### src/hdl/bdgc_pkg.sv
`timescale 1ns / 1ps
// Shared types, constants and helpers for the Bayer demosaic block.
// No dependencies; the top level, bdgc_regs, bdgc_seq, bdgc_lstore and bdgc_kern import this package.
package bdgc_pkg;

    localparam int C_MAX_WIDTH   = 4096;
    localparam int C_SAMPLE_BITS = 16;
    localparam int C_WIN         = 5;
    localparam int C_RING_ROWS   = 6;
    localparam int C_ADDR_BITS   = 4;
    localparam int C_DATA_BITS   = 32;

    localparam logic        C_CFA_RESET    = 1'b0;
    localparam logic [12:0] C_WIDTH_RESET  = 13'd4096;
    localparam logic [15:0] C_HEIGHT_RESET = 16'd2;

    typedef enum logic [1:0] {
        REG_CFA_PATTERN  = 2'd0,
        REG_FRAME_WIDTH  = 2'd1,
        REG_FRAME_HEIGHT = 2'd2
    } t_reg_idx;

    typedef logic [2:0] t_bank;
    typedef logic [2:0] t_tap;

    typedef struct packed {
        logic        cfa;
        logic [12:0] width;
        logic [15:0] height;
    } t_cfg;

    // Per-beat control that travels with the column read.
    typedef struct packed {
        logic                   has_out;
        logic                   r_odd;
        logic                   c_odd;
        logic                   last;
        logic                   pat;
        t_tap  [C_WIN-1:0]      col_tap;
        t_bank [C_WIN-1:0]      row_bank;
        logic  [C_WIN-1:0]      row_byp;
    } t_item;

    // Step a ring row index back by off rows, modulo the ring size.
    function automatic t_bank bank_back(t_bank b, logic [2:0] off);
        logic [3:0] s;
        s = {1'b0, b} + 4'(C_RING_ROWS) - {1'b0, off};
        if (s >= 4'(C_RING_ROWS)) begin
            s = s - 4'(C_RING_ROWS);
        end
        return s[2:0];
    endfunction

endpackage

### src/hdl/bdgc_regs.sv
`timescale 1ns / 1ps
// APB-style configuration registers: CFA pattern, frame width and height.
// Depends on bdgc_pkg.
module bdgc_regs (
    input  logic                                i_clk,
    input  logic                                i_rst_n,
    input  logic                                psel,
    input  logic                                penable,
    input  logic                                pwrite,
    input  logic [bdgc_pkg::C_ADDR_BITS-1:0]    paddr,
    input  logic [bdgc_pkg::C_DATA_BITS-1:0]    pwdata,
    output logic [bdgc_pkg::C_DATA_BITS-1:0]    prdata,
    output logic                                pready,
    output bdgc_pkg::t_cfg                      o_cfg
);
    import bdgc_pkg::*;

    t_cfg     r_cfg;
    t_reg_idx idx;

    assign idx    = t_reg_idx'(paddr[3:2]);
    assign pready = 1'b1;
    assign o_cfg  = r_cfg;

    always_ff @(posedge i_clk) begin
        if (!i_rst_n) begin
            r_cfg.cfa    <= C_CFA_RESET;
            r_cfg.width  <= C_WIDTH_RESET;
            r_cfg.height <= C_HEIGHT_RESET;
        end else if (psel && penable && pwrite) begin
            case (idx)
                REG_CFA_PATTERN:  r_cfg.cfa    <= pwdata[0];
                REG_FRAME_WIDTH:  r_cfg.width  <= pwdata[12:0];
                REG_FRAME_HEIGHT: r_cfg.height <= pwdata[15:0];
                default: ;
            endcase
        end
    end

    always_comb begin
        case (idx)
            REG_CFA_PATTERN:  prdata = {31'd0, r_cfg.cfa};
            REG_FRAME_WIDTH:  prdata = {19'd0, r_cfg.width};
            REG_FRAME_HEIGHT: prdata = {16'd0, r_cfg.height};
            default:          prdata = '0;
        endcase
    end

endmodule

### config.mk
export PLATFORM = sky130hd
export DESIGN_NAME = bdgc_regs
export DESIGN_NICKNAME = d
export VERILOG_FILES = /design/src/hdl/bdgc_pkg.sv /design/src/hdl/bdgc_regs.sv
export SDC_FILE = /design/constraint.sdc
export NUM_CORES = 1
export LEC_CHECK = 0
export BUFFER_PORTS_ARGS = -buffer_cell sky130_fd_sc_hd__buf_2
export CORE_MARGIN = 2
export CORE_UTILIZATION = 41
export DETAILED_ROUTE_END_ITERATION = 7
export GPL_TIMING_DRIVEN = 1
export PLACE_DENSITY = 0.83
export SLEW_MARGIN = 25
export SYNTH_ARGS = -nofsm -noshare
export SYNTH_HDL_FRONTEND = slang
export SYNTH_SLANG_ARGS = --single-unit
### constraint.sdc
create_clock -name i_clk -period 1.2 [get_ports i_clk]
set_input_delay 0.06 -clock i_clk [delete_from_list [all_inputs] [get_ports i_clk]]
set_output_delay 0.06 -clock i_clk [all_outputs]
set_load 0.01 [all_outputs]
-- Yosys cells after proc, flatten, opt, wreduce, memory -nomap -nowiden
Index checks and enable logic that the tools add are counted.
- flip-flop bits (word level): 30
- input bits: 41
- output and inout port bits: 63
- logic and storage cells: 12
- eq/ne operators: 2
- mux-type cells: 1
- reduce and logical (&&, ||, !) cells: 6
- operators with widths (cell ; number):
    $pmux W16 S3 ; 1
    $reduce_and A2 Y1 ; 3
    $eq A2 B1 Y1 const B ; 1
    $eq A2 B2 Y1 const B ; 1
    $logic_and A1 B1 Y1 ; 2
    $logic_not A2 Y1 ; 1

-- Depth between registers and ports, before layout
- depth in word-level cells: 3
- gate-level depth with buffers: 6
- depth with buffers taken out: 3

-- Worst setup path after synthesis
OpenSTA, ideal clock, no wires.
- path type: input -> register
- start point: in paddr[3] (netlist bit)
- end point: reg r_cfg, in the netlist o_cfg[18]
- library setup time: 0.072 ns
- data arrival time: 0.842 ns
- data required time: 1.128 ns
- path slack: 0.287 ns
- cell stages on the path: 5
- cells stage by stage: and2b_4 and2_4 buf_6 buf_8 mux2i_1
- word-level cells in the longest chain between the ends: 2
- ends and longest elaborated chain (item ; RTL line ; RTL):
    start, declared ; bdgc_regs.sv:10 ; input logic [bdgc_pkg::C_ADDR_BITS-1:0] paddr,
    $eq A2 B1 Y1 ; bdgc_regs.sv:31 ; case (idx)
    $reduce_and A2 Y1 (no source line) ; n/a ;
    end, declared ; bdgc_regs.sv:18 ; t_cfg r_cfg;
No other way between the ends.
A chain may end at the register's enable or synchronous reset.

-- Worst setup path in the final report
- start point: reg r_cfg, in the netlist o_cfg[0]
- end point: out prdata[0] (netlist bit)
- word-level cells in the longest chain between the ends: 1
- ends and longest elaborated chain (item ; RTL line ; RTL):
    $pmux W16 S3 ; bdgc_regs.sv:41 ; case (idx)
    end, declared ; bdgc_regs.sv:12 ; output logic [bdgc_pkg::C_DATA_BITS-1:0] prdata,
No other way between the ends.

==> summary.md <==
| Metric | Value |
|---|---|
| Run status | `complete, no violations` |
| Hold endpoint | `o_cfg[13]$_SDFFE_PN0P_` |
| FF-to-FF Start | `o_cfg[29]$_SDFFE_PN0P_` |
| Critical path fanouts, max | `3` |
| Root buf cell | `clkbuf_8` |
| Final instance area | `1950 um^2` |
| Critical Path Sink Type | `output pin` |
| Synth top area share | `39.6%` |
| Max Clock Skew | `0 ns` |
| Sequential share of power | `40.9%` |
| Vias in the first global route | `1165` |
| Starting DRT DRC Count | `51` |
| Setup WS post-layout | `0.176 ns` |
| Pwr Density | `1280 nW/um^2` |
| Largest net degree at the start of global routing | `17` |
| Crit start category | `flip-flop` |
| Clock Sinks | `30` |
| Final worst-path cycle share | `85.3%` |
| FP Rows | `22` |
| Internal | `0.00198 W` |
| H-tree depth | `2` |
| I/O Pins | `104` |
| TritonCTS buffer count | `5` |
| Vias per inst | `4.61` |
| Die area | `4200 um^2` |
| Via count | `1286` |
| Remaining DRCs | `0` |
| Fin nets | `271` |
| Latest clock arrival within the worst-skew pair | `0.27 ns` |
| Cell family with most CP delay | `flip-flops` |
| Critical path arrival | `0.96 ns` |
| Post-CTS setup buffer count | `0` |
| Synthesis Warnings | `0` |
| Seq cells post-synth | `30` |
| Worst R2R Path Depth | `2` |
| Unrepaired setup endpoints after global routing | `false` |
| Initial antenna violation count | `0` |
| Netlist cell types | `23` |
| R2R Path End | `o_cfg[29]$_SDFFE_PN0P_` |
| Post-Syn Area | `1520 um^2` |
| Switching power total | `0.000509 W` |
| Fin. Hold Viols | `0` |
| Top cell type by total area after synthesis | `dfxtp_1` |
| CP Data Required Time | `1.14 ns` |
| Max Freq | `977 MHz` |
| Final setup vio count | `0` |
| CTS Hold Bufs | `0` |
| HP Class | `in -> reg` |
| Logic pwr share | `8.8%` |
| CP max-delay cell | `dfxtp_1` |
| Cells after synthesis | `163` |
| Clock power frac | `50.4%` |
| Reg2reg setup slack | `0.53 ns` |
| Post-route ant nets | `0` |
| Core footprint | `3610 um^2` |
| Post-DP Area | `1800 um^2` |
| Maximum vdd drop | `879 uV` |
| Crit path cell chain | `mux2i_1 -> o21ai_0 -> buf_2` |
| Avg WL per Cell | `11.8 um` |
| GRT Overall Usage | `16.4%` |
| Routed WL | `3290 um` |
| N_diodes | `0` |
| Final Critical Period | `1.02 ns` |
| Syn Area/Cell | `9.30 um^2` |
| First-pass GRT wire length | `5240 um` |
| Hold depth | `3` |
| WP buf/inv | `1` |
| I/O Buffers | `68` |
| Max incr delay on CP | `0.35 ns` |
| Post-synthesis sequential area ratio | `39.6%` |
| Synth top area cells | `dfxtp_1 40%, mux2i_1 18%, nand2_1 11%, buf_4 8.4%, a22o_1 6.9%` |
| Area Growth Syn to Fin | `28.4%` |
| Setup WS pre-CTS | `0.0776 ns` |
| Die X | `64.8 um` |
| HPWL after DPL | `2460 um` |
| Fin. max-slew vios | `0` |
| Layout cells sized above 1 | `37.7%` |
| Worst min-delay path startpoint | `pwdata[13]` |
| Die height | `64.8 um` |
| Reg clk slew, reported paths | `0.06 ns` |
| CTS tree | `built` |
| Setup Total Neg Slack | `0 ns` |
| Static Leak | `0.957 nW` |
| Pre-antenna DRT Iters | `4` |
| Sw Ratio | `20.4%` |
| Gpl congestion | `0.758` |
| Type of the worst setup path | `reg -> out` |
| Effective utilization at floorplan | `42.1%` |
| Max_cap viols | `0` |
| CTS resizes | `0` |
| Grt ovf | `0` |
| Max reg flops | `30` |
| Maximum buffer depth of the clock tree | `2` |
## worst min-delay path, delay by kind of cell
family	cells	cell delay, ns
mux	1	0.05
buf+inv	1	0.09
simple gates	1	0.04
## area by class of cell
class	count	area (um^2)
fill	362	1660
timing repair buffer	74	398
clock buffer	6	82.6
inverter	2	7.51
sequential	30	601
multi-input combinational	117	738
tap	48	60.1
clock inverter	2	60.1
## Yosys cell counts
| cell type | instances |
|---|---|
| nand2_1 | 44 |
| dfxtp_1 | 30 |
| mux2i_1 | 28 |
| buf_4 | 17 |
| a22o_1 | 12 |
| clkbuf_1 | 4 |
| and2_1 | 3 |
| buf_2 | 3 |
| buf_6 | 3 |
| nand3_1 | 3 |
| and2_4 | 2 |
| conb_1 | 2 |
| inv_1 | 2 |
| and2b_4 | 1 |
| and3_1 | 1 |
| buf_12 | 1 |
| buf_8 | 1 |
| nor2b_4 | 1 |
| o211ai_1 | 1 |
| o211ai_2 | 1 |
| o21ai_0 | 1 |
| o311ai_0 | 1 |
| o41ai_1 | 1 |
## worst max-delay path by stage
stage                                start                endpoint  slack, ns  cells past startpoint
finish               o_cfg[0]$_SDFFE_PN0P_               prdata[0]       0.18                      3
global route        o_cfg[29]$_SDFFE_PN0P_               prdata[0]       0.09                      3
CTS                  o_cfg[0]$_SDFFE_PN0P_               prdata[0]       0.15                      3
detailed placement                paddr[3]  o_cfg[14]$_SDFFE_PN0P_       0.08                      4
global placement                  paddr[3]  o_cfg[15]$_SDFFE_PN0P_       0.11                      4
floorplan                         paddr[3]  o_cfg[18]$_SDFFE_PN0P_       0.29                      5
## metrics by stage
| step | utilization [%] | instances | hold slack (ns) | total power (W) |
|---|---|---|---|---|
| 5_1_grt | 54.0 | 279 | 0.0207 | 0.00258 |
| 3_5_place_dp | 50.0 | 271 | 0.314 | 0.00126 |
| 4_1_cts | 54.0 | 279 | 0.0180 | 0.00252 |
| 2_1_floorplan | - | 178 | 0.162 | 0.00121 |
| 3_3_place_gp | 50.0 | 271 | 0.310 | 0.00126 |
| 6_report | 54.0 | 279 | 0.0235 | 0.00249 |
## logic make-up (layout without fill, tap and decap cells)
kind of cell | count (synthesis) | count (layout) | synth area share [%]
muxes | 28 | 28 | 18.5
other | 2 | 17 | 0.495
DFF | 30 | 30 | 39.6
and+or+nand+nor | 55 | 55 | 16.3
buffers and inverters | 31 | 84 | 15.4
AOI/OAI and AO/OA | 17 | 17 | 9.74
## power groups by stage
| stage | clock network (W) | registers, W | logic [W] |
|---|---|---|---|
| after floorplan | 0 | 0.00105 | 0.000167 |
| after global placement | 0 | 0.00104 | 0.000217 |
| after detailed placement | 0 | 0.00104 | 0.000219 |
| after CTS | 0.00128 | 0.00102 | 0.000221 |
| after global routing | 0.00132 | 0.00102 | 0.000242 |
| final | 0.00126 | 0.00102 | 0.000218 |
## layout by cell type, fill, tap and decap left out, types with 2 or more instances in the layout
master / n
conb_1: 17
nand3_1: 3
a22o_1: 12
buf_4: 5
dfxtp_1: 30
mux2i_1: 28
buf_2: 68
and2_4: 2
nand2_1: 44
inv_1: 2
clkbuf_8: 6
bufinv_16: 2
and2_1: 3
## per-layer routing
metal | share of wire, % | global-route usage [%] | vias up
li1 | - | - | 645
met1 | 44 | 19.4 | 595
met2 | 49 | 27.4 | 44
met3 | 7.2 | 5.73 | 2
met4 | 0.18 | 5.59 | 0
met5 | 0 | 0 | -
(Power assumes the default switching activity.)
