File: src/hdl/bdgc_pkg.sv
`timescale 1ns / 1ps
// Shared types, constants and helpers for the Bayer demosaic block.
// No dependencies; the top level, bdgc_regs, bdgc_seq, bdgc_lstore and bdgc_kern import this package.
package bdgc_pkg;

    localparam int C_MAX_WIDTH   = 4096;
    localparam int C_SAMPLE_BITS = 16;
    localparam int C_WIN         = 5;
    localparam int C_RING_ROWS   = 6;
    localparam int C_ADDR_BITS   = 4;
    localparam int C_DATA_BITS   = 32;

    localparam logic        C_CFA_RESET    = 1'b0;
    localparam logic [12:0] C_WIDTH_RESET  = 13'd4096;
    localparam logic [15:0] C_HEIGHT_RESET = 16'd2;

    typedef enum logic [1:0] {
        REG_CFA_PATTERN  = 2'd0,
        REG_FRAME_WIDTH  = 2'd1,
        REG_FRAME_HEIGHT = 2'd2
    } t_reg_idx;

    typedef logic [2:0] t_bank;
    typedef logic [2:0] t_tap;

    typedef struct packed {
        logic        cfa;
        logic [12:0] width;
        logic [15:0] height;
    } t_cfg;

    // Per-beat control that travels with the column read.
    typedef struct packed {
        logic                   has_out;
        logic                   r_odd;
        logic                   c_odd;
        logic                   last;
        logic                   pat;
        t_tap  [C_WIN-1:0]      col_tap;
        t_bank [C_WIN-1:0]      row_bank;
        logic  [C_WIN-1:0]      row_byp;
    } t_item;

    // Step a ring row index back by off rows, modulo the ring size.
    function automatic t_bank bank_back(t_bank b, logic [2:0] off);
        logic [3:0] s;
        s = {1'b0, b} + 4'(C_RING_ROWS) - {1'b0, off};
        if (s >= 4'(C_RING_ROWS)) begin
            s = s - 4'(C_RING_ROWS);
        end
        return s[2:0];
    endfunction

endpackage

File: src/hdl/bdgc_if.sv


interface bdgc_rgb_if;
    logic        valid;
    logic        ready;
    logic [15:0] red;
    logic [15:0] green;
    logic [15:0] blue;
    logic        frame_end;
    modport source (output valid, output red, output green, output blue,
                    output frame_end, input ready);
    modport sink (input valid, input red, input green, input blue,
                  input frame_end, output ready);
endinterface

File: src/hdl/bdgc_kern.sv
`timescale 1ns / 1ps
// Column history, 5x5 window selection, gradient-corrected kernels and the
// output register. Depends on bdgc_pkg and bdgc_if.
module bdgc_kern #(
    parameter int SAMPLE_BITS = bdgc_pkg::C_SAMPLE_BITS
) (
    input  logic                                        i_clk,
    input  logic                                        i_rst_n,
    input  logic                                        i_valid,
    input  bdgc_pkg::t_item                             i_item,
    input  logic [bdgc_pkg::C_WIN-1:0][SAMPLE_BITS-1:0] i_vec,
    output logic                                        o_take,
    bdgc_rgb_if.source                                  o_rgb
);
    import bdgc_pkg::*;

    localparam int SW = SAMPLE_BITS + 7;

    logic [C_WIN-1:0][C_WIN-1:0][SAMPLE_BITS-1:0] r_hist;
    logic                   r_v2, r_ov, r_fe;
    t_item                  r_item2;
    logic [15:0]            r_red, r_green, r_blue;

    logic                   en_out, leave2;
    logic [SAMPLE_BITS-1:0] win [C_WIN][C_WIN];
    logic signed [SW-1:0]   c, n1, s1, w1, e1, n2, s2, w2, e2, dg, ax;
    logic signed [SW-1:0]   gsum, opp, hor, ver;
    logic [SAMPLE_BITS-1:0] g_v, o_v, h_v, v_v, red, green, blue;
    logic                   red_row, red_col;

    function automatic logic signed [SW-1:0] ext(logic [SAMPLE_BITS-1:0] x);
        return $signed({7'd0, x});
    endfunction

    // Clamp negatives to zero, scale down, saturate to the sample range.
    function automatic logic [SAMPLE_BITS-1:0] finish(logic signed [SW-1:0] s,
                                                      logic sh4);
        logic [SW-1:0] v;
        v = sh4 ? SW'(s >>> 4) : SW'(s >>> 3);
        if (s < 0) begin
            return '0;
        end else if (v[SW-1:SAMPLE_BITS] != '0) begin
            return '1;
        end
        return v[SAMPLE_BITS-1:0];
    endfunction

    assign en_out = !r_ov || o_rgb.ready;
    assign leave2 = r_v2 && (!r_item2.has_out || en_out);
    assign o_take = i_valid && (!r_v2 || leave2);

    always_ff @(posedge i_clk) begin
        if (o_take) begin
            r_hist  <= {r_hist[C_WIN-2:0], i_vec};
            r_item2 <= i_item;
        end
    end

    always_ff @(posedge i_clk) begin
        if (!i_rst_n) begin
            r_v2 <= 1'b0;
            r_ov <= 1'b0;
        end else begin
            if (o_take) begin
                r_v2 <= 1'b1;
            end else if (leave2) begin
                r_v2 <= 1'b0;
            end
            if (en_out) begin
                r_ov <= leave2 && r_item2.has_out;
            end
        end
    end

    always_comb begin
        for (int dy = 0; dy < C_WIN; dy++) begin
            for (int dx = 0; dx < C_WIN; dx++) begin
                win[dy][dx] = r_hist[r_item2.col_tap[dx]][dy];
            end
        end
        c  = ext(win[2][2]);
        n1 = ext(win[1][2]);
        s1 = ext(win[3][2]);
        w1 = ext(win[2][1]);
        e1 = ext(win[2][3]);
        n2 = ext(win[0][2]);
        s2 = ext(win[4][2]);
        w2 = ext(win[2][0]);
        e2 = ext(win[2][4]);
        dg = ext(win[1][1]) + ext(win[1][3]) + ext(win[3][1]) + ext(win[3][3]);
        ax = n2 + s2 + w2 + e2;

        gsum = (c <<< 2) + ((n1 + s1 + w1 + e1) <<< 1) - ax;
        opp  = (c <<< 3) + (c <<< 2) + (dg <<< 2) - (ax <<< 1) - ax;
        hor  = (c <<< 3) + (c <<< 1) + ((w1 + e1) <<< 3) + n2 + s2
             - ((w2 + e2 + dg) <<< 1);
        ver  = (c <<< 3) + (c <<< 1) + ((n1 + s1) <<< 3) + w2 + e2
             - ((n2 + s2 + dg) <<< 1);

        g_v = finish(gsum, 1'b0);
        o_v = finish(opp, 1'b1);
        h_v = finish(hor, 1'b1);
        v_v = finish(ver, 1'b1);

        red_row = r_item2.r_odd == r_item2.pat;
        red_col = r_item2.c_odd == r_item2.pat;
        priority if (red_row && red_col) begin
            red = win[2][2]; green = g_v; blue = o_v;
        end else if (!red_row && !red_col) begin
            blue = win[2][2]; green = g_v; red = o_v;
        end else if (red_row) begin
            green = win[2][2]; red = h_v; blue = v_v;
        end else begin
            green = win[2][2]; blue = h_v; red = v_v;
        end
    end

    always_ff @(posedge i_clk) begin
        if (en_out && leave2 && r_item2.has_out) begin
            r_red   <= 16'(red);
            r_green <= 16'(green);
            r_blue  <= 16'(blue);
            r_fe    <= r_item2.last;
        end
    end

    assign o_rgb.valid     = r_ov;
    assign o_rgb.red       = r_red;
    assign o_rgb.green     = r_green;
    assign o_rgb.blue      = r_blue;
    assign o_rgb.frame_end = r_fe;

endmodule

File: src/flat_wrapper.sv
// flat-port wrapper written by rule: the top's interface ports become plain ports
module bdgc_kern_flat import bdgc_pkg::*;
#(
    parameter int SAMPLE_BITS = bdgc_pkg::C_SAMPLE_BITS
)
  (i_clk, i_rst_n, i_valid, i_item, i_vec, o_take, o_rgb_valid, o_rgb_red, o_rgb_green, o_rgb_blue, o_rgb_frame_end, o_rgb_ready);
  bdgc_rgb_if o_rgb_i ();
  input  logic i_clk;
  input  logic i_rst_n;
  input  logic i_valid;
  input  bdgc_pkg::t_item i_item;
  input  logic [bdgc_pkg::C_WIN-1:0][SAMPLE_BITS-1:0] i_vec;
  output logic o_take;
  output wire logic [$bits(o_rgb_i.valid)-1:0] o_rgb_valid;
  output wire logic [$bits(o_rgb_i.red)-1:0] o_rgb_red;
  output wire logic [$bits(o_rgb_i.green)-1:0] o_rgb_green;
  output wire logic [$bits(o_rgb_i.blue)-1:0] o_rgb_blue;
  output wire logic [$bits(o_rgb_i.frame_end)-1:0] o_rgb_frame_end;
  input wire logic [$bits(o_rgb_i.ready)-1:0] o_rgb_ready;
  assign o_rgb_valid = o_rgb_i.valid;
  assign o_rgb_red = o_rgb_i.red;
  assign o_rgb_green = o_rgb_i.green;
  assign o_rgb_blue = o_rgb_i.blue;
  assign o_rgb_frame_end = o_rgb_i.frame_end;
  assign o_rgb_i.ready = o_rgb_ready;
  bdgc_kern #(.SAMPLE_BITS(SAMPLE_BITS)) u_core (.i_clk(i_clk), .i_rst_n(i_rst_n), .i_valid(i_valid), .i_item(i_item), .i_vec(i_vec), .o_take(o_take), .o_rgb(o_rgb_i));
endmodule
File: config.mk
export PLATFORM = sky130hd
export DESIGN_NAME = bdgc_kern_flat
export DESIGN_NICKNAME = d
export VERILOG_FILES = /design/src/hdl/bdgc_pkg.sv /design/src/hdl/bdgc_if.sv /design/src/hdl/bdgc_kern.sv /design/src/flat_wrapper.sv
export SDC_FILE = /design/constraint.sdc
export NUM_CORES = 1
export LEC_CHECK = 0
export BUFFER_PORTS_ARGS = -buffer_cell sky130_fd_sc_hd__buf_2
export CAP_MARGIN = 30
export CORE_MARGIN = 8
export CORE_UTILIZATION = 60
export CTS_CLUSTER_SIZE = 25
export DETAILED_ROUTE_END_ITERATION = 8
export PLACE_DENSITY_LB_ADDON = 0.15
export SYNTH_ARGS = -nofsm -noshare
export SYNTH_HDL_FRONTEND = slang
export SYNTH_SLANG_ARGS = --single-unit
File: constraint.sdc
create_clock -name i_clk -period 38.6 [get_ports i_clk]
set_input_delay 3.86 -clock i_clk [delete_from_list [all_inputs] [get_ports i_clk]]
set_output_delay 3.86 -clock i_clk [all_outputs]
set_load 0.05 [all_outputs]
Word level (Yosys, flattened, before mapping)
Index checks and enable logic that the tools add are counted.
{ "totals": {"output_inout_bits": 51, "ff_bits": 471, "in_bits": 124, "elab_cells": 140} }
{ "classes": {"n_lt_le_gt_ge": 9, "n_reduce_logical": 20, "mux": 40, "n_eq_ne": 2, "n_addsub": 28} }
{ "ops": {"columns": ["operator", "n"], "rows": [
  ["80-bit binary-select mux with 3-bit select", 5],
  ["16-bit two-way mux", 20],
  ["23-bit by 17-bit adder with 23-bit output", 6],
  ["64-bit two-way mux", 2],
  ["23-bit subtractor", 5],
  ["48-bit two-way mux", 2],
  ["23-bit by 1-bit < comparator with 1-bit output, second input constant", 4],
  ["22-bit by 17-bit adder with 22-bit output", 4],
  ["16-bit by 16-bit adder with 17-bit output", 5],
  ["80-bit two-way mux", 1],
  ["23-bit adder", 3],
  ["22-bit adder", 2],
  ["7-bit nonzero test", 4],
  ["19-bit by 23-bit adder with 23-bit output", 1],
  ["19-bit by 17-bit adder with 20-bit output", 1],
  ["19-bit by 18-bit adder with 20-bit output", 1],
  ["3-bit by 4-bit < comparator with 1-bit output, second input constant", 5],
  ["1-bit two-way mux", 10],
  ["1-bit logical AND", 7],
  ["1-bit zero test", 5],
  ["1-bit logical OR", 3],
  ["1-bit equality test", 2],
  ["2-bit nonzero test", 1]
]} }

Logic depth before layout (Yosys ltp)
{ "depth": {"depth_word": 14, "mapped_depth": 50, "depth_no_buf": 45} }

Worst setup path after synthesis
OpenSTA, ideal clock, no wires.
{ "synth_timing": {"path_kind": "in2out", "from": "input port o_rgb_ready", "to": "output port o_take", "setup_slack_ns": 11.662, "t_arrival_ns": 23.078, "path_stages": 3, "path_buffers": 0, "path_cell_list": "nand2b_1 nor2_1 nor2b_1"} }
{ "synth_between": {"elab_chain_cells": 5} }
{ "synth_rtl": {"columns": ["element", "line_no", "rtl"], "rows": [
  ["start: declaration", "flat_wrapper.sv:19", "input wire logic [$bits(o_rgb_i.ready)-1:0] o_rgb_ready;"],
  ["1-bit logical OR", "bdgc_kern.sv:48", "assign en_out = !r_ov || o_rgb.ready;"],
  ["1-bit logical OR", "bdgc_kern.sv:49", "assign leave2 = r_v2 && (!r_item2.has_out || en_out);"],
  ["1-bit logical AND", "bdgc_kern.sv:49", null],
  ["1-bit logical OR", "bdgc_kern.sv:50", "assign o_take = i_valid && (!r_v2 || leave2);"],
  ["1-bit logical AND", "bdgc_kern.sv:50", null],
  ["end: declaration", "flat_wrapper.sv:13", "output logic o_take;"]
]} }
No other way between the ends.

Final worst setup path
{ "layout_timing": {"from": "register u_core.r_item2[25] (netlist name)", "to": "register u_core.r_red[11], in the netlist u_core.o_rgb.red[11] (data pin)"} }
{ "layout_between": {"elab_chain_cells": 14} }
{ "layout_rtl": {"columns": ["element", "line_no", "rtl"], "rows": [
  ["start: declaration", "bdgc_kern.sv:21", "t_item r_item2;"],
  ["start signal: assignment", "bdgc_kern.sv:55", "r_item2 <= i_item;"],
  ["80-bit binary-select mux with 3-bit select (*)", null, null],
  ["64-bit two-way mux (implied by the code) (*)", "bdgc_kern.sv:78", "win[dy][dx] = r_hist[r_item2.col_tap[dx]][dy];"],
  ["branches (longest 10 deep; another with 23-bit adder)", null, null],
  ["16-bit two-way mux (*)", "bdgc_kern.sv:109", "end else if (!red_row && !red_col) begin"],
  ["16-bit two-way mux (*)", "bdgc_kern.sv:107", "priority if (red_row && red_col) begin"],
  ["named net u_core.red[11]", "bdgc_kern.sv:28", "logic [SAMPLE_BITS-1:0] g_v, o_v, h_v, v_v, red, green, blue;"],
  ["end signal: assignment", "bdgc_kern.sv:120", "r_red <= 16'(red);"],
  ["end: declaration", "bdgc_kern.sv:22", "logic [15:0] r_red, r_green, r_blue;"]
]} }
Mark *: on every way through the listed nets, which the timed path passes. The select of a mux whose other input is x is not followed.
A chain may end at the register's enable or synchronous reset.

==> flow_summary.ini <==
[final_layout]
mostFrequentLayoutCells = 469 x edfxtp_1, 343 x inv_1, 316 x a21oi_1, 289 x ha_1, 267 x mux2i_1
area_growth_pct = 8.79
drive_gt1_share_pct = 11.9
finalNetCount = 4325
layout_commonest_cell = edfxtp_1
fillers = 4996

[setup_path]
crit_slowest_cell = buf_4
reg2reg_slack_ns = 25.93
cp_max_fo = 29
worstPathRequired_ns = 39.04
cp_slowest_stage_delay_ns = 0.67
r2r_cells = 44
cpMostUsedCell = fa_1
critPathKind = reg2reg
crit_path_start = u_core.r_item2[25]
timing.rr.start = u_core.r_item2[25]
reg2reg_to = u_core.o_rgb.red[11]
crit_buf_inv = 3
worst_ep_arrival_time_ns = 13.11
worstSetupEndpointType = register
crit_cells = 44
startpoint_type = register
critPathTopFamily = compound AO/OA/AOI/OAI gates

[worst_hold_path]
hp-start = u_core.r_item2[36]
min_delay_path_depth = 0
hold_class = reg2reg
min_to = u_core.o_rgb.frame_end

[clocking]
clk_latency_ns = 0.63
cts_hold_buf = 0
htreeDepth = 2
cts-root-buf = clkbuf_16
clk_path_buf_depth = 3
cts_buffers = 51
cts_setup_buffers = 0
cts_resized = 0
clkSinkCount = 471
cts_tree = yes
clk_pin_slew_ns = 0.06

[yosys]
synth_cells = 3595
synth.cell_area_mm2 = 0.0394
synthFlopType = edfxtp_1
syn_nets = 4210
synth-edff-count = 469
async_flop_share_pct = 0
synth.distinct_cells = 97
yosys_register_bits = 471
yosysSeqAreaShare_pct = 35.9
ys_warn_count = 0
syn_area_per_cell_um2 = 11.0

[placed_design]
io_buffer_count = 154
preCtsSetupSlack_ns = 26.15
gp_congestion = 1.03
hpwl_um = 91100

[sta]
timing.final.crit_period_ns = 12.67
slew_viol_final = 0
hold_slack_ns = 0.426
rsz0062_at_grt = no
period_share_pct = 32.8
fin_ws_ns = 25.93
hold_violations = 0
slew_headroom_pct = 20.8
skew_ns = 0.0157
worst_pin_slew_ns = 1.16
tns_ns = 0
finalSetupViolCount = 0
fmax_ghz = 0.0789

[outcome]
status = complete, no violations

[global_route]
grt_pass1_vias = 30300
track_usage_pct = 32.1
grt_max_degree = 164
antenna_found_initial = 0
gr-total-overflow = 0
grt_pass1_wl_um = 183000

[floorplan]
rows = 94
chipWidth_um = 272
die-area_mm2 = 0.0741
coreArea_mm2 = 0.0654
top_level_ports = 175
initial_core_util_pct = 60.2
die-height_um = 272

[routing]
dr.pass1.iters = 8
dr_total_vias = 30400
drt-vias-per-instance = 6.59
wl_per_cell_um = 26.3
routed_wl_um = 122000
ant_nets = 0
drcViolationCount = 0
drt-initial-drc-count = 3119

[run]
cap_violations = 0
[registers in the layout, indices dropped and copies added, names as in the netlist]
register	cells
u_core.o_rgb.valid	1
u_core.r_v2	1
u_core.o_rgb.red	16
u_core.r_item2	20
u_core.o_rgb.green	16
u_core.r_hist	400
u_core.o_rgb.blue	16
u_core.o_rgb.frame_end	1
[layer usage]
layer	global-route usage (%)	up-vias	routed length, um
met4	14.8	0	6230
li1	-	13500	-
met2	50.3	1545	54900
met5	0	-	0
met3	6.77	326	11300
met1	42.6	15000	49000
[cell families (layout without fill, tap and decap cells)]
family | count (synthesis) | count (layout) | synth area share [%]
flip-flops | 471 | 471 | 35.9
AO/OA/AOI/OAI | 987 | 987 | 16.8
other | 0 | 1 | 0
XOR/XNOR | 213 | 213 | 4.85
multiplexers | 350 | 350 | 11.3
buffers and inverters | 494 | 646 | 4.74
adder cells (fa/ha/maj) | 492 | 492 | 19.5
AND/OR/NAND/NOR | 588 | 588 | 7.01
[worst max-delay path by stage]
stage / endpoint
global route: u_core.o_rgb.red[11]
detailed placement: u_core.o_rgb.red[11]
CTS: u_core.o_rgb.red[11]
floorplan: o_take
global placement: u_core.o_rgb.red[9]
finish: u_core.o_rgb.red[11]
[worst register-to-register path, delay by kind of cell, from the launching register on]
| kind | cells | cell delay, ns |
|---|---|---|
| AOI/OAI and AO/OA | 18 | 4.63 |
| adders and majority gates | 9 | 3.78 |
| and+or+nand+nor | 11 | 1.87 |
| buffers and inverters | 3 | 1.13 |
| xor gates and xnor gates | 2 | 0.44 |
| DFF | 1 | 0.32 |
| muxes | 1 | 0.28 |
[area by class of cell]
| cell class | instances | area, um2 | share of cell area, % |
|---|---|---|---|
| clock buffers | 61 | 1340 | 3.12 |
| multi-input cells | 2630 | 23500 | 54.8 |
| inverters | 344 | 1290 | 3.01 |
| flip-flops and latches | 471 | 14100 | 33.0 |
| clock inverters | 29 | 269 | 0.628 |
| diodes | 1 | 2.50 | 0.00584 |
| well taps | 864 | 1080 | 2.52 |
| repair buffers | 212 | 1270 | 2.96 |
[through the flow]
| stage | utilization, % | std cells | cell area (um2) |
|---|---|---|---|
| final | 65.5 | 4612 | 42800 |
| after global routing | 65.5 | 4611 | 42800 |
| after CTS | 65.4 | 4606 | 42800 |
| after detailed placement | 63.0 | 4516 | 41200 |
| after global placement | 62.9 | 4512 | 41100 |
| after floorplan | - | 3595 | 39400 |
[synthesized netlist by cell type, types with 34 or more instances]
cell type / count / area share [%]
nor2_1: 262 / 2.5
xnor2_1: 133 / 3.0
o21ai_0: 78 / 0.99
mux4_2: 74 / 4.2
nand2_1: 102 / 0.97
o21a_1: 52 / 0.99
ha_1: 289 / 9.2
inv_1: 343 / 3.3
a21oi_1: 316 / 4.0
a21o_1: 67 / 1.3
nor2b_1: 34 / 0.54
o21bai_1: 41 / 0.78
edfxtp_1: 469 / 36
mux2i_1: 267 / 6.8
xor2_1: 75 / 1.7
a22o_1: 65 / 1.4
o22ai_1: 128 / 2.0
fa_1: 202 / 10
clkbuf_1: 112 / 1.1
Power is left out: the tool's default activity adds up to more than one toggle a clock period on the data nets, which glitch-free logic cannot reach.
