[config.mk]
export PLATFORM = sky130hd
export DESIGN_NAME = bdgc_seq
export DESIGN_NICKNAME = d
export VERILOG_FILES = /design/src/hdl/bdgc_pkg.sv /design/src/hdl/bdgc_seq.sv
export SDC_FILE = /design/constraint.sdc
export NUM_CORES = 1
export LEC_CHECK = 0
export ABC_AREA = 0
export BUFFER_PORTS_ARGS = -buffer_cell sky130_fd_sc_hd__buf_2
export CORE_MARGIN = 10
export CORE_UTILIZATION = 55
export CTS_CLUSTER_SIZE = 14
export DETAILED_ROUTE_END_ITERATION = 10
export PLACE_DENSITY_LB_ADDON = 0.15
export SYNTH_ARGS = -nofsm -noshare
export SYNTH_HDL_FRONTEND = slang
export SYNTH_SLANG_ARGS = --single-unit
[constraint.sdc]
create_clock -name i_clk -period 10.4 [get_ports i_clk]
set_clock_uncertainty 0.1 [all_clocks]
set_input_delay 2.08 -clock i_clk [delete_from_list [all_inputs] [get_ports i_clk]]
set_output_delay 2.08 -clock i_clk [all_outputs]
set_load 0.01 [all_outputs]
[src/hdl/bdgc_pkg.sv]
`timescale 1ns / 1ps
// Shared types, constants and helpers for the Bayer demosaic block.
// No dependencies; the top level, bdgc_regs, bdgc_seq, bdgc_lstore and bdgc_kern import this package.
package bdgc_pkg;

    localparam int C_MAX_WIDTH   = 4096;
    localparam int C_SAMPLE_BITS = 16;
    localparam int C_WIN         = 5;
    localparam int C_RING_ROWS   = 6;
    localparam int C_ADDR_BITS   = 4;
    localparam int C_DATA_BITS   = 32;

    localparam logic        C_CFA_RESET    = 1'b0;
    localparam logic [12:0] C_WIDTH_RESET  = 13'd4096;
    localparam logic [15:0] C_HEIGHT_RESET = 16'd2;

    typedef enum logic [1:0] {
        REG_CFA_PATTERN  = 2'd0,
        REG_FRAME_WIDTH  = 2'd1,
        REG_FRAME_HEIGHT = 2'd2
    } t_reg_idx;

    typedef logic [2:0] t_bank;
    typedef logic [2:0] t_tap;

    typedef struct packed {
        logic        cfa;
        logic [12:0] width;
        logic [15:0] height;
    } t_cfg;

    // Per-beat control that travels with the column read.
    typedef struct packed {
        logic                   has_out;
        logic                   r_odd;
        logic                   c_odd;
        logic                   last;
        logic                   pat;
        t_tap  [C_WIN-1:0]      col_tap;
        t_bank [C_WIN-1:0]      row_bank;
        logic  [C_WIN-1:0]      row_byp;
    } t_item;

    // Step a ring row index back by off rows, modulo the ring size.
    function automatic t_bank bank_back(t_bank b, logic [2:0] off);
        logic [3:0] s;
        s = {1'b0, b} + 4'(C_RING_ROWS) - {1'b0, off};
        if (s >= 4'(C_RING_ROWS)) begin
            s = s - 4'(C_RING_ROWS);
        end
        return s[2:0];
    endfunction

endpackage

[src/hdl/bdgc_seq.sv]
`timescale 1ns / 1ps
// Frame position sequencer: input row/column, frame latching, line store
// addressing and per-beat window control. Depends on bdgc_pkg.
module bdgc_seq #(
    parameter  int MAX_WIDTH = bdgc_pkg::C_MAX_WIDTH,
    localparam int C_BITS    = $clog2(MAX_WIDTH)
) (
    input  logic                i_clk,
    input  logic                i_rst_n,
    input  logic                i_accept,
    input  logic                i_flush,
    input  bdgc_pkg::t_cfg      i_cfg,
    output logic                o_go,
    output logic                o_wr_en,
    output bdgc_pkg::t_bank     o_wr_bank,
    output logic [C_BITS-1:0]   o_col,
    output bdgc_pkg::t_item     o_item
);
    import bdgc_pkg::*;

    localparam int W_BITS = $clog2(MAX_WIDTH + 1);
    localparam int R_BITS = 17;
    localparam int SPAN   = C_WIN - 1;

    logic [C_BITS-1:0] r_col;
    logic [R_BITS-1:0] r_row;
    t_bank             r_bank;
    logic              r_pat;
    logic [W_BITS-1:0] r_w;
    logic [15:0]       r_h;

    logic              start, pat, in_frame, wrap, row_wrap;
    logic [W_BITS-1:0] cfg_w, w;
    logic [15:0]       cfg_h, h;
    logic [R_BITS-1:0] h_ext, dhi;
    logic [W_BITS:0]   sum_hi;
    logic [2:0]        hi3, lo3, tap, off;
    t_item             item;

    always_comb begin
        if (i_cfg.width < 13'd2) begin
            cfg_w = W_BITS'(2);
        end else if (32'(i_cfg.width) > 32'(MAX_WIDTH)) begin
            cfg_w = W_BITS'(MAX_WIDTH);
        end else begin
            cfg_w = W_BITS'(i_cfg.width);
        end
        cfg_h = (i_cfg.height < 16'd2) ? 16'd2 : i_cfg.height;

        start    = (r_row == '0) && (r_col == '0);
        w        = start ? cfg_w : r_w;
        h        = start ? cfg_h : r_h;
        pat      = start ? i_cfg.cfa : r_pat;
        h_ext    = R_BITS'(h);
        in_frame = r_row < h_ext;
        wrap     = r_col < C_BITS'(2);
        row_wrap = (W_BITS'(r_col) + W_BITS'(1)) == w;
        dhi      = r_row - h_ext + R_BITS'(1);

        item.has_out = !((r_row < R_BITS'(2)) ||
                         ((r_row == R_BITS'(2)) && (r_col < C_BITS'(2))));
        item.r_odd   = r_row[0] ^ wrap;
        item.c_odd   = wrap ? (r_col[0] ^ w[0]) : r_col[0];
        item.last    = (r_col == C_BITS'(1)) && (r_row == h_ext + R_BITS'(2));
        item.pat     = pat;

        // Column taps into the history; clamp at the left and right edges.
        sum_hi = (W_BITS + 1)'(r_col) + (W_BITS + 1)'(w);
        if (wrap) begin
            hi3 = (sum_hi > (W_BITS + 1)'(SPAN)) ? 3'(SPAN) : sum_hi[2:0];
            lo3 = 3'(r_col[0]) + 3'd1;
        end else begin
            hi3 = (r_col > C_BITS'(SPAN)) ? 3'(SPAN) : r_col[2:0];
            lo3 = 3'd0;
        end
        for (int dx = 0; dx < C_WIN; dx++) begin
            tap = 3'(SPAN - dx);
            if (tap > hi3) tap = hi3;
            if (tap < lo3) tap = lo3;
            item.col_tap[dx] = tap;
        end

        // Row banks for the column read; clamp at the top and bottom.
        for (int dy = 0; dy < C_WIN; dy++) begin
            if (r_row + R_BITS'(dy) < R_BITS'(SPAN)) begin
                off = r_row[2:0];
            end else if (r_row + R_BITS'(dy) >= h_ext + R_BITS'(SPAN)) begin
                off = dhi[2:0];
            end else begin
                off = 3'(SPAN - dy);
            end
            item.row_bank[dy] = bank_back(r_bank, off);
            item.row_byp[dy]  = (off == 3'd0) && in_frame;
        end
    end

    assign o_go      = i_accept && !(i_flush && in_frame);
    assign o_wr_en   = o_go && in_frame;
    assign o_wr_bank = r_bank;
    assign o_col     = r_col;
    assign o_item    = item;

    always_ff @(posedge i_clk) begin
        if (!i_rst_n) begin
            r_col  <= '0;
            r_row  <= '0;
            r_bank <= '0;
            r_pat  <= C_CFA_RESET;
            r_w    <= W_BITS'(MAX_WIDTH);
            r_h    <= C_HEIGHT_RESET;
        end else if (o_go) begin
            if (start) begin
                r_pat <= i_cfg.cfa;
                r_w   <= cfg_w;
                r_h   <= cfg_h;
            end
            if (item.has_out && item.last) begin
                r_col  <= '0;
                r_row  <= '0;
                r_bank <= '0;
            end else if (row_wrap) begin
                r_col  <= '0;
                r_row  <= r_row + R_BITS'(1);
                r_bank <= (r_bank == t_bank'(C_RING_ROWS - 1)) ? '0 : r_bank + 3'd1;
            end else begin
                r_col <= r_col + C_BITS'(1);
            end
        end
    end

endmodule

# ---- Word level (Yosys, flattened, before mapping)
# Cells that the tools add are included.
dict set report classes {
  add_sub_neg 24
  n_lt_le_gt_ge 33
  n_eq_ne 5
  mux 43
  bitwise 2
  n_reduce_logical 24
}
# op count
set ops {}
lappend ops {{$mux 3} 31}
lappend ops {{$ge 17x17->1} 5}
lappend ops {{$lt 17x3->1 const B} 5}
lappend ops {{$mux 13} 3}
lappend ops {{$add 17x2->17 const B} 2}
lappend ops {{$mux 17} 2}
lappend ops {{$mux 16} 2}
lappend ops {{$mux 12} 2}
lappend ops {{$ge 4x3->1 const B} 5}
lappend ops {{$sub 4x3->4} 5}
lappend ops {{$add 16x2->17 const B} 1}
lappend ops {{$add 16x3->17 const B} 1}
lappend ops {{$add 17x1->17 const B} 1}
lappend ops {{$add 17x3->17 const B} 1}
lappend ops {{$eq 17x17->1} 1}
lappend ops {{$eq 17x2->1 const B} 1}
lappend ops {{$logic_not 17->1} 1}
lappend ops {{$lt 17x16->1} 1}
lappend ops {{$lt 17x2->1 const B} 1}
lappend ops {{$lt 16x2->1 const B} 1}
lappend ops {{$logic_not 3->1} 5}
lappend ops {{$lt 3x3->1} 5}
lappend ops {{$sub 3x3->3 const B} 5}
lappend ops {{$add 12x13->14} 1}
lappend ops {{26 further kinds} 43}
dict set report word_totals {
  ff_bits 62
  inputBits 34
  out_inout_bits 57
  wordCells 137
}

# ---- Longest topological paths before layout
# Gate-level depths: netlist of the first run.
dict set report depth {
  word_depth 12
  depth_mapped 37
}

# ---- Worst setup path after synthesis of the first run
# No wires, ideal clock.
dict set report synth_path {
  kind {register to output}
  start {register r_row[1]}
  end {output o_item[15] (netlist name)}
  arrival_ns 7.408
  required_ns 8.220
  slack_ns 0.812
  path_stages_with_launch 34
  path_buffers 7
  path_cell_list {dfxtp_1 clkbuf_1 inv_1 ha_1 nor4b_1 nand4_1 buf_2 nor2_4 buf_2 buf_1 a21oi_1 inv_1 ha_1 clkbuf_1 and4_1 clkbuf_1 nand3_1 o21ai_0 xor2_1 ha_1 and4_1 nand4_1 a32oi_1 a311o_1 a31o_2 a32o_1 a21o_1 a22oi_1 ha_1 inv_1 fa_1 clkbuf_1 or4b_2 nand4_1}
}
# element line
set synth_rtl {}
lappend synth_rtl {{start, declared} bdgc_seq.sv:26} ;# logic [R_BITS-1:0] r_row;
lappend synth_rtl {{start signal, assigned} bdgc_seq.sv:123} ;# r_row <= r_row + R_BITS'(1);
lappend synth_rtl {{end, declared} bdgc_seq.sv:17} ;# output bdgc_pkg::t_item o_item

==> results of run 1 <==
## worst min-delay path, stage by stage, from the launching register on
cell      delay [ps]
dfxtp_1          310
nand2_1           50
a21boi_0          70
## cells by family after synthesis
| group | after synthesis |
|---|---|
| compound gates | 313 |
| xor+xnor | 143 |
| fa+ha+maj | 129 |
| buf+inv | 157 |
| flops | 62 |
| mux | 27 |
| other cells | 1 |
| simple gates | 559 |
## through the flow
stage	power [mW]	instance area (µm²)	hold WS (ps)
floorplan	0.4798	10200	340.0
global placement	0.5725	10820	351.9
detailed placement	0.5761	10820	365.9
CTS	0.8599	11090	372.5
global route	0.9082	11110	401.9
finish	0.8649	11110	371.1
## power by group
| group | switching, mW | leakage (nW) | internal (mW) |
|---|---|---|---|
| clock network | 0.122 | 0.128 | 0.160 |
| logic | 0.203 | 4.42 | 0.123 |
| registers | 0.0107 | 0.505 | 0.246 |
| total | 0.336 | 5.05 | 0.529 |
## layout by cell type (no fill, tap or decap), types with 11 or more instances in the layout
cell,count
xnor2_1,95
or3_1,14
xor2_1,48
o21ai_0,61
nor4_1,26
a21oi_1,57
nor2_1,100
a211oi_1,18
nor3_1,46
dfxtp_1,62
a21boi_0,18
ha_1,112
and3_1,23
mux2i_1,23
inv_1,67
o211a_1,26
or2_2,12
nand3_1,60
buf_4,37
and2_1,11
nand2_1,133
and4_1,17
nand4_1,39
a21o_1,20
buf_2,86
nand2b_1,20
## worst max-delay path by stage
stage / from / slack (ps) / endpoint / cells after the start
5_1_grt: i_cfg[5] / 10 / o_item[15] / 23
4_1_cts: i_cfg[2] / 370 / o_item[15] / 26
3_5_place_dp: i_cfg[3] / 400 / o_item[15] / 26
6_report: i_cfg[3] / 410 / o_item[15] / 26
3_3_place_gp: i_cfg[5] / 470 / o_item[15] / 23
2_1_floorplan: r_row[1] / 810 / o_item[15] / 33
## area by class of cell
| type | instances | area (µm²) |
|---|---|---|
| Tap cell | 229 | 286.5 |
| Timing Repair Buffer | 123 | 708.2 |
| Multi-Input combinational cell | 1175 | 8338 |
| Fill cell | 1707 | 6978 |
| Inverter | 71 | 266.5 |
| Clock buffer | 10 | 229.0 |
| Clock inverter | 6 | 38.79 |
| Sequential cell | 62 | 1241 |
## per-layer routing
metal | global-route usage | vias up | wire length (µm)
met3 | 0.05101 | 66 | 2834
met5 | 0 | - | 0
li1 | - | 5164 | -
met4 | 0.08135 | 0 | 944
met1 | 0.3543 | 5016 | 14950
met2 | 0.4404 | 444 | 15350
## registers in the layout, summed over array words and instances, names as in the netlist
register   cells
r_w           13
r_pat          1
r_h           16
r_row         17
o_wr_bank      3
o_col         12
## timing repair
action                                  4_1_cts  5_1_grt
endpoints found under the setup margin        0        2
gates resized for setup                       0        6
hold buffers                                  0        0
setup buffers                                 0        0
hold endpoints to repair                      0        0
==> run_results.csv, run 1 <==
group,metric,value,unit
outcome,outcome,"completed",
floorplanning,start_util,0.5635,
final_layout,final_util,0.6142,
critical_path,path_max_fanout,13,
worst_hold_path,hp-class,"register to register",
clock_network,cts_root_buffer,"clkbuf_16",
clock_network,cts_buffer_depth,2,
worst_hold_path,whs_path_depth,2,
critical_path,cp_slowest_stage_delay,650,ps
synthesis,ys_seq_area_frac,0.1218,
routing,wirelength,34080,µm
timing,setup_violations,0,
synthesis,yosysMostFrequentCell,"nand2_1",
critical_path,r2r_end,"o_col[5]",
routing,first_pass_iters,6,
synthesis,yosys_warnings,0,
timing,worstMarginPinSlew,1249,ps
synthesis,synth_top_area_share,0.1387,
clock_network,htreeDepth,3,
timing,rsz0062_at_grt,"no",
worst_hold_path,min_from,"r_pat",
place,dp_hpwl,26310,µm
grt,globalRouteTotalUtil,0.2706,
critical_path,ff2ff_setup_slack,3350,ps
timing,setup_tns,0,ps
synthesis,synth-xor-area-share,0.1229,
clock_network,cts-buffers-inserted,9,
routing,viasPerCell,6.378,
synthesis,yosys-top-cells-area,"ha_1, dfxtp_1, xnor2_1",
floorplanning,fp.dieW,156.1,µm
power_and_ir_drop,vdd_drop_max,0.08020,mV
synthesis,synthAdderAreaFrac,0.1603,
synthesis,yosys-top-cells-count,"nand2_1, ha_1, nor2_1",
critical_path,worstSetupEndpointType,"output pin",
critical_path,start_kind,"primary input",
critical_path,cp_slowest_cell,"fa_2",
synthesis,syn_avg_cell_area,7.327,µm²
synthesis,yosysUniqueCellTypes,87,
synthesis,yosys.area_share.simple,0.2893,
clock_network,cts.sinks,62,
synthesis,synth_edf_count,0,
timing,finalMaxSlewViolations,0,
clock_network,cts_tree,"yes",
synthesis,ys_seq_elements,62,
routing,wl_per_cell,20.33,µm
worst_hold_path,hold_end,"r_pat",
final_layout,stdcell_count,1676,
flow_run,max_cap_violations,0,
timing,fmax,0.1001,GHz
floorplanning,core_area,18090,µm²
synthesis,muxShareOfSynthArea,0.02725,
critical_path,reg2reg_depth,20,
final_layout,final_nets,1595,
grt,grt.overflow.total,0,
routing,drcViolationCount,0,
clock_network,clk_pin_slew,50,ps
timing,fin_crit_sh,0.9602,
final_layout,layout-drive-gt1-share,0.1251,
synthesis,synth_compound_area_frac,0.2137,
final_layout,antenna_cells,0,
timing,fin_ws,413.6,ps
floorplanning,row_count,49,
grt,antenna_found_initial,0,
grt,grt_pass1_vias,10150,
floorplanning,die_area,24380,µm²
grt,grt_max_degree,60,
clock_network,clock_latency,340,ps
place,pre_cts_slack,399.2,ps
final_layout,area_delta_synth_final,8.986,%
synthesis,synthFlopType,"dfxtp_1",
power_and_ir_drop,p_per_area,77.86,nW/µm²
routing,drt-initial-drc-count,820,
critical_path,rr_startpoint,"r_row[1]",
critical_path,arrival,7810,ps
routing,drtAntennaViolNets,0,
synthesis,synth_top_family_by_area,"simple AND/OR/NAND/NOR gates",
timing,hold_viol,0,
floorplanning,io_pins,91,
critical_path,path_delay_family,"compound AO/OA/AOI/OAI gates",
critical_path,path_class,"primary input to output pin",
synthesis,synth_cells,1391,
critical_path,crit_buf_inv,5,
critical_path,required,8220,ps
floorplanning,die_h,156.1,µm
synthesis,synth_async_sr_flop_share,0,
routing,vias,10690,
synthesis,yosysTopAreaCell,"ha_1",
grt,grt_pass1_wl,53830,µm
power_and_ir_drop,p_leak,5.051,nW
place,gp_routability_congestion,0.9876,
synthesis,synth_area,10190,µm²
timing,slew_headroom,0.1673,
place,dp_cells,1660,
timing,layout_min_cycle_time,9986,ps
place,io_buffers,86,
Power figures use the tool's default switching activity.
==> inputs of run 2 (changes only) <==
--- a/constraint.sdc
+++ b/constraint.sdc
@@ -4,2 +4,2 @@
 set_output_delay 2.08 -clock i_clk [all_outputs]
-set_load 0.01 [all_outputs]
+set_load 0.1 [all_outputs]
==> run 2 against run 1 <==
Net effect:
- combinational power is 20% higher
- final cell count is 0.12% higher
- sequential share of layout area is 0.12 points lower
- critical path type unchanged
- critical endpoint unchanged
==> run_results.csv, run 2 (synthesized netlist as in run 1, its figures left out) <==
group,metric,value,unit
routing,wirelength,33700,µm
timing,slew_headroom,0.1992,
final_layout,largest_register,"r_row",
clock_network,clk_pin_slew,50,ps
floorplanning,die_area,24380,µm²
routing,drtAntennaViolNets,0,
final_layout,area_delta_synth_final,10.35,%
final_layout,layout_commonest_cell,"nand2_1",
timing,setup_violations,0,
grt,antenna_found_initial,0,
floorplanning,fp.dieW,156.1,µm
routing,viasPerCell,6.428,
final_layout,final_nets,1597,
place,dp_hpwl,26280,µm
grt,grt.overflow.total,0,
critical_path,cp_slowest_stage_delay,670,ps
timing,fin_ws,461.7,ps
critical_path,cp_slowest_cell,"or4b_2",
final_layout,layout-drive-gt1-share,0.1270,
routing,drt-initial-drc-count,851,
final_layout,final_cell_mix,"nand2_1, ha_1, nor2_1, xnor2_1, buf_2",
worst_hold_path,hp-class,"register to register",
grt,grt_pass1_vias,9922,
critical_path,crit_buf_inv,5,
critical_path,r2r_end,"o_col[0]",
critical_path,path_max_fanout,9,
critical_path,reg2reg_depth,20,
place,gp_routability_congestion,0.9983,
clock_network,cts_root_buffer,"clkbuf_16",
flow_run,max_cap_violations,0,
critical_path,arrival,7760,ps
grt,grt_max_degree,60,
critical_path,rr_startpoint,"o_col[1]",
final_layout,largest_register_ffs,17,
floorplanning,die_h,156.1,µm
final_layout,n_fill_cell,1690,
routing,drcViolationCount,0,
floorplanning,start_util,0.5635,
power_and_ir_drop,p_per_area,86.84,nW/µm²
power_and_ir_drop,vdd_drop_max,0.08432,mV
clock_network,cts_buffer_depth,2,
timing,fin_crit_sh,0.9556,
floorplanning,row_count,49,
grt,grt_pass1_wl,53270,µm
worst_hold_path,hold_end,"r_w[6]",
worst_hold_path,min_from,"r_w[6]",
routing,first_pass_iters,5,
floorplanning,io_pins,91,
timing,hold_viol,0,
timing,finalMaxSlewViolations,0,
clock_network,cts.sinks,62,
routing,vias,10790,
critical_path,worstSetupEndpointType,"output pin",
outcome,outcome,"completed",
timing,rsz0062_at_grt,"no",
clock_network,htreeDepth,3,
clock_network,cts_tree,"yes",
critical_path,path_delay_family,"compound AO/OA/AOI/OAI gates",
timing,fmax,0.1006,GHz
critical_path,start_kind,"primary input",
critical_path,required,8220,ps
place,placed_cell_area,10920,µm²
clock_network,clock_latency,340,ps
floorplanning,core_area,18090,µm²
final_layout,final_area,11250,µm²
final_layout,top_regs,"r_row x17, r_h x16, r_w x13",
critical_path,startpoint,"i_cfg[3]",
timing,setup_tns,0,ps
power_and_ir_drop,p_leak,5.091,nW
routing,wl_per_cell,20.08,µm
place,pre_cts_slack,466.1,ps
worst_hold_path,whs_path_depth,2,
critical_path,path_class,"primary input to output pin",
grt,globalRouteTotalUtil,0.2679,
timing,worstMarginPinSlew,1201,ps
clock_network,cts_setup_buffers,0,
place,io_buffers,86,
final_layout,antenna_cells,0,
critical_path,ff2ff_setup_slack,3340,ps
timing,hold_slack,368.4,ps
final_layout,final_util,0.6219,
clock_network,cts-buffers-inserted,9,
timing,layout_min_cycle_time,9938,ps
-- run 2: changes by cell type in the layout (fill, tap and decap cells not counted), sizes merged --
cell / previous run / this run
clkinv: 7 / 3
buf: 123 / 125
bufinv: 0 / 2
inv: 68 / 67
clkbuf: 10 / 13
-- run 2: worst register-to-register path: stages, from the launching register on --
cell and delay [ps]:
dfxtp_2 380, inv_1 190, ha_1 220, nor4bb_1 390, nand4_1 270, buf_4 320
o21ai_0 320, and2_1 370, inv_1 230, ha_1 470, nor2b_1 170, o21a_1 250
o21ai_0 130, a21oi_1 170, a21oi_1 150, o41ai_2 960, o21ai_2 60, buf_4 260
a21oi_2 900, nand2b_1 520, nor2_1 100
-- run 2: how the worst max path moves through the flow --
stage	slack, ps	depth (start not counted)	to
6_report	460	26	o_item[15]
5_1_grt	70	27	o_item[15]
4_1_cts	460	26	o_item[15]
3_3_place_gp	560	23	o_item[15]
3_5_place_dp	470	26	o_item[15]
2_1_floorplan	30	33	o_item[15]
-- run 2: repair_timing --
action                                 CTS  global route
endpoints found under the hold margin    0             0
hold buffers                             0             0
gates resized for setup                  0             3
setup endpoints to repair                0             1
-- run 2: per-layer routing --
layer,global-route usage,share of wire,up-vias
li1,-,-,5183
met1,0.3543,0.43,5089
met2,0.4335,0.46,455
met3,0.03502,0.078,60
met4,0.1011,0.029,0
met5,0,0,-
-- run 2: where the power goes --
group | internal (mW) | total, mW | switching (mW)
combinational | 0.124 | 0.390 | 0.266
clock | 0.217 | 0.330 | 0.113
sequential | 0.246 | 0.257 | 0.0104
-- run 2: cell type report --
class                   instances  area [µm²]  area share
inverters                      71       270.3     0.02403
well taps                     229       286.5     0.02548
clock inverters                 3       67.56    0.006007
flip-flops and latches         62        1244      0.1106
repair buffers                125       783.3     0.06964
multi-input cells            1175        8346      0.7420
clock buffers                  13       250.2     0.02225
-- run 2: stage by stage --
| stage | total power [mW] | std cells |
|---|---|---|
| 2_1_floorplan | 0.5435 | 1394 |
| 3_3_place_gp | 0.6375 | 1662 |
| 3_5_place_dp | 0.6407 | 1662 |
| 4_1_cts | 0.9741 | 1678 |
| 5_1_grt | 1.021 | 1678 |
| 6_report | 0.9767 | 1678 |
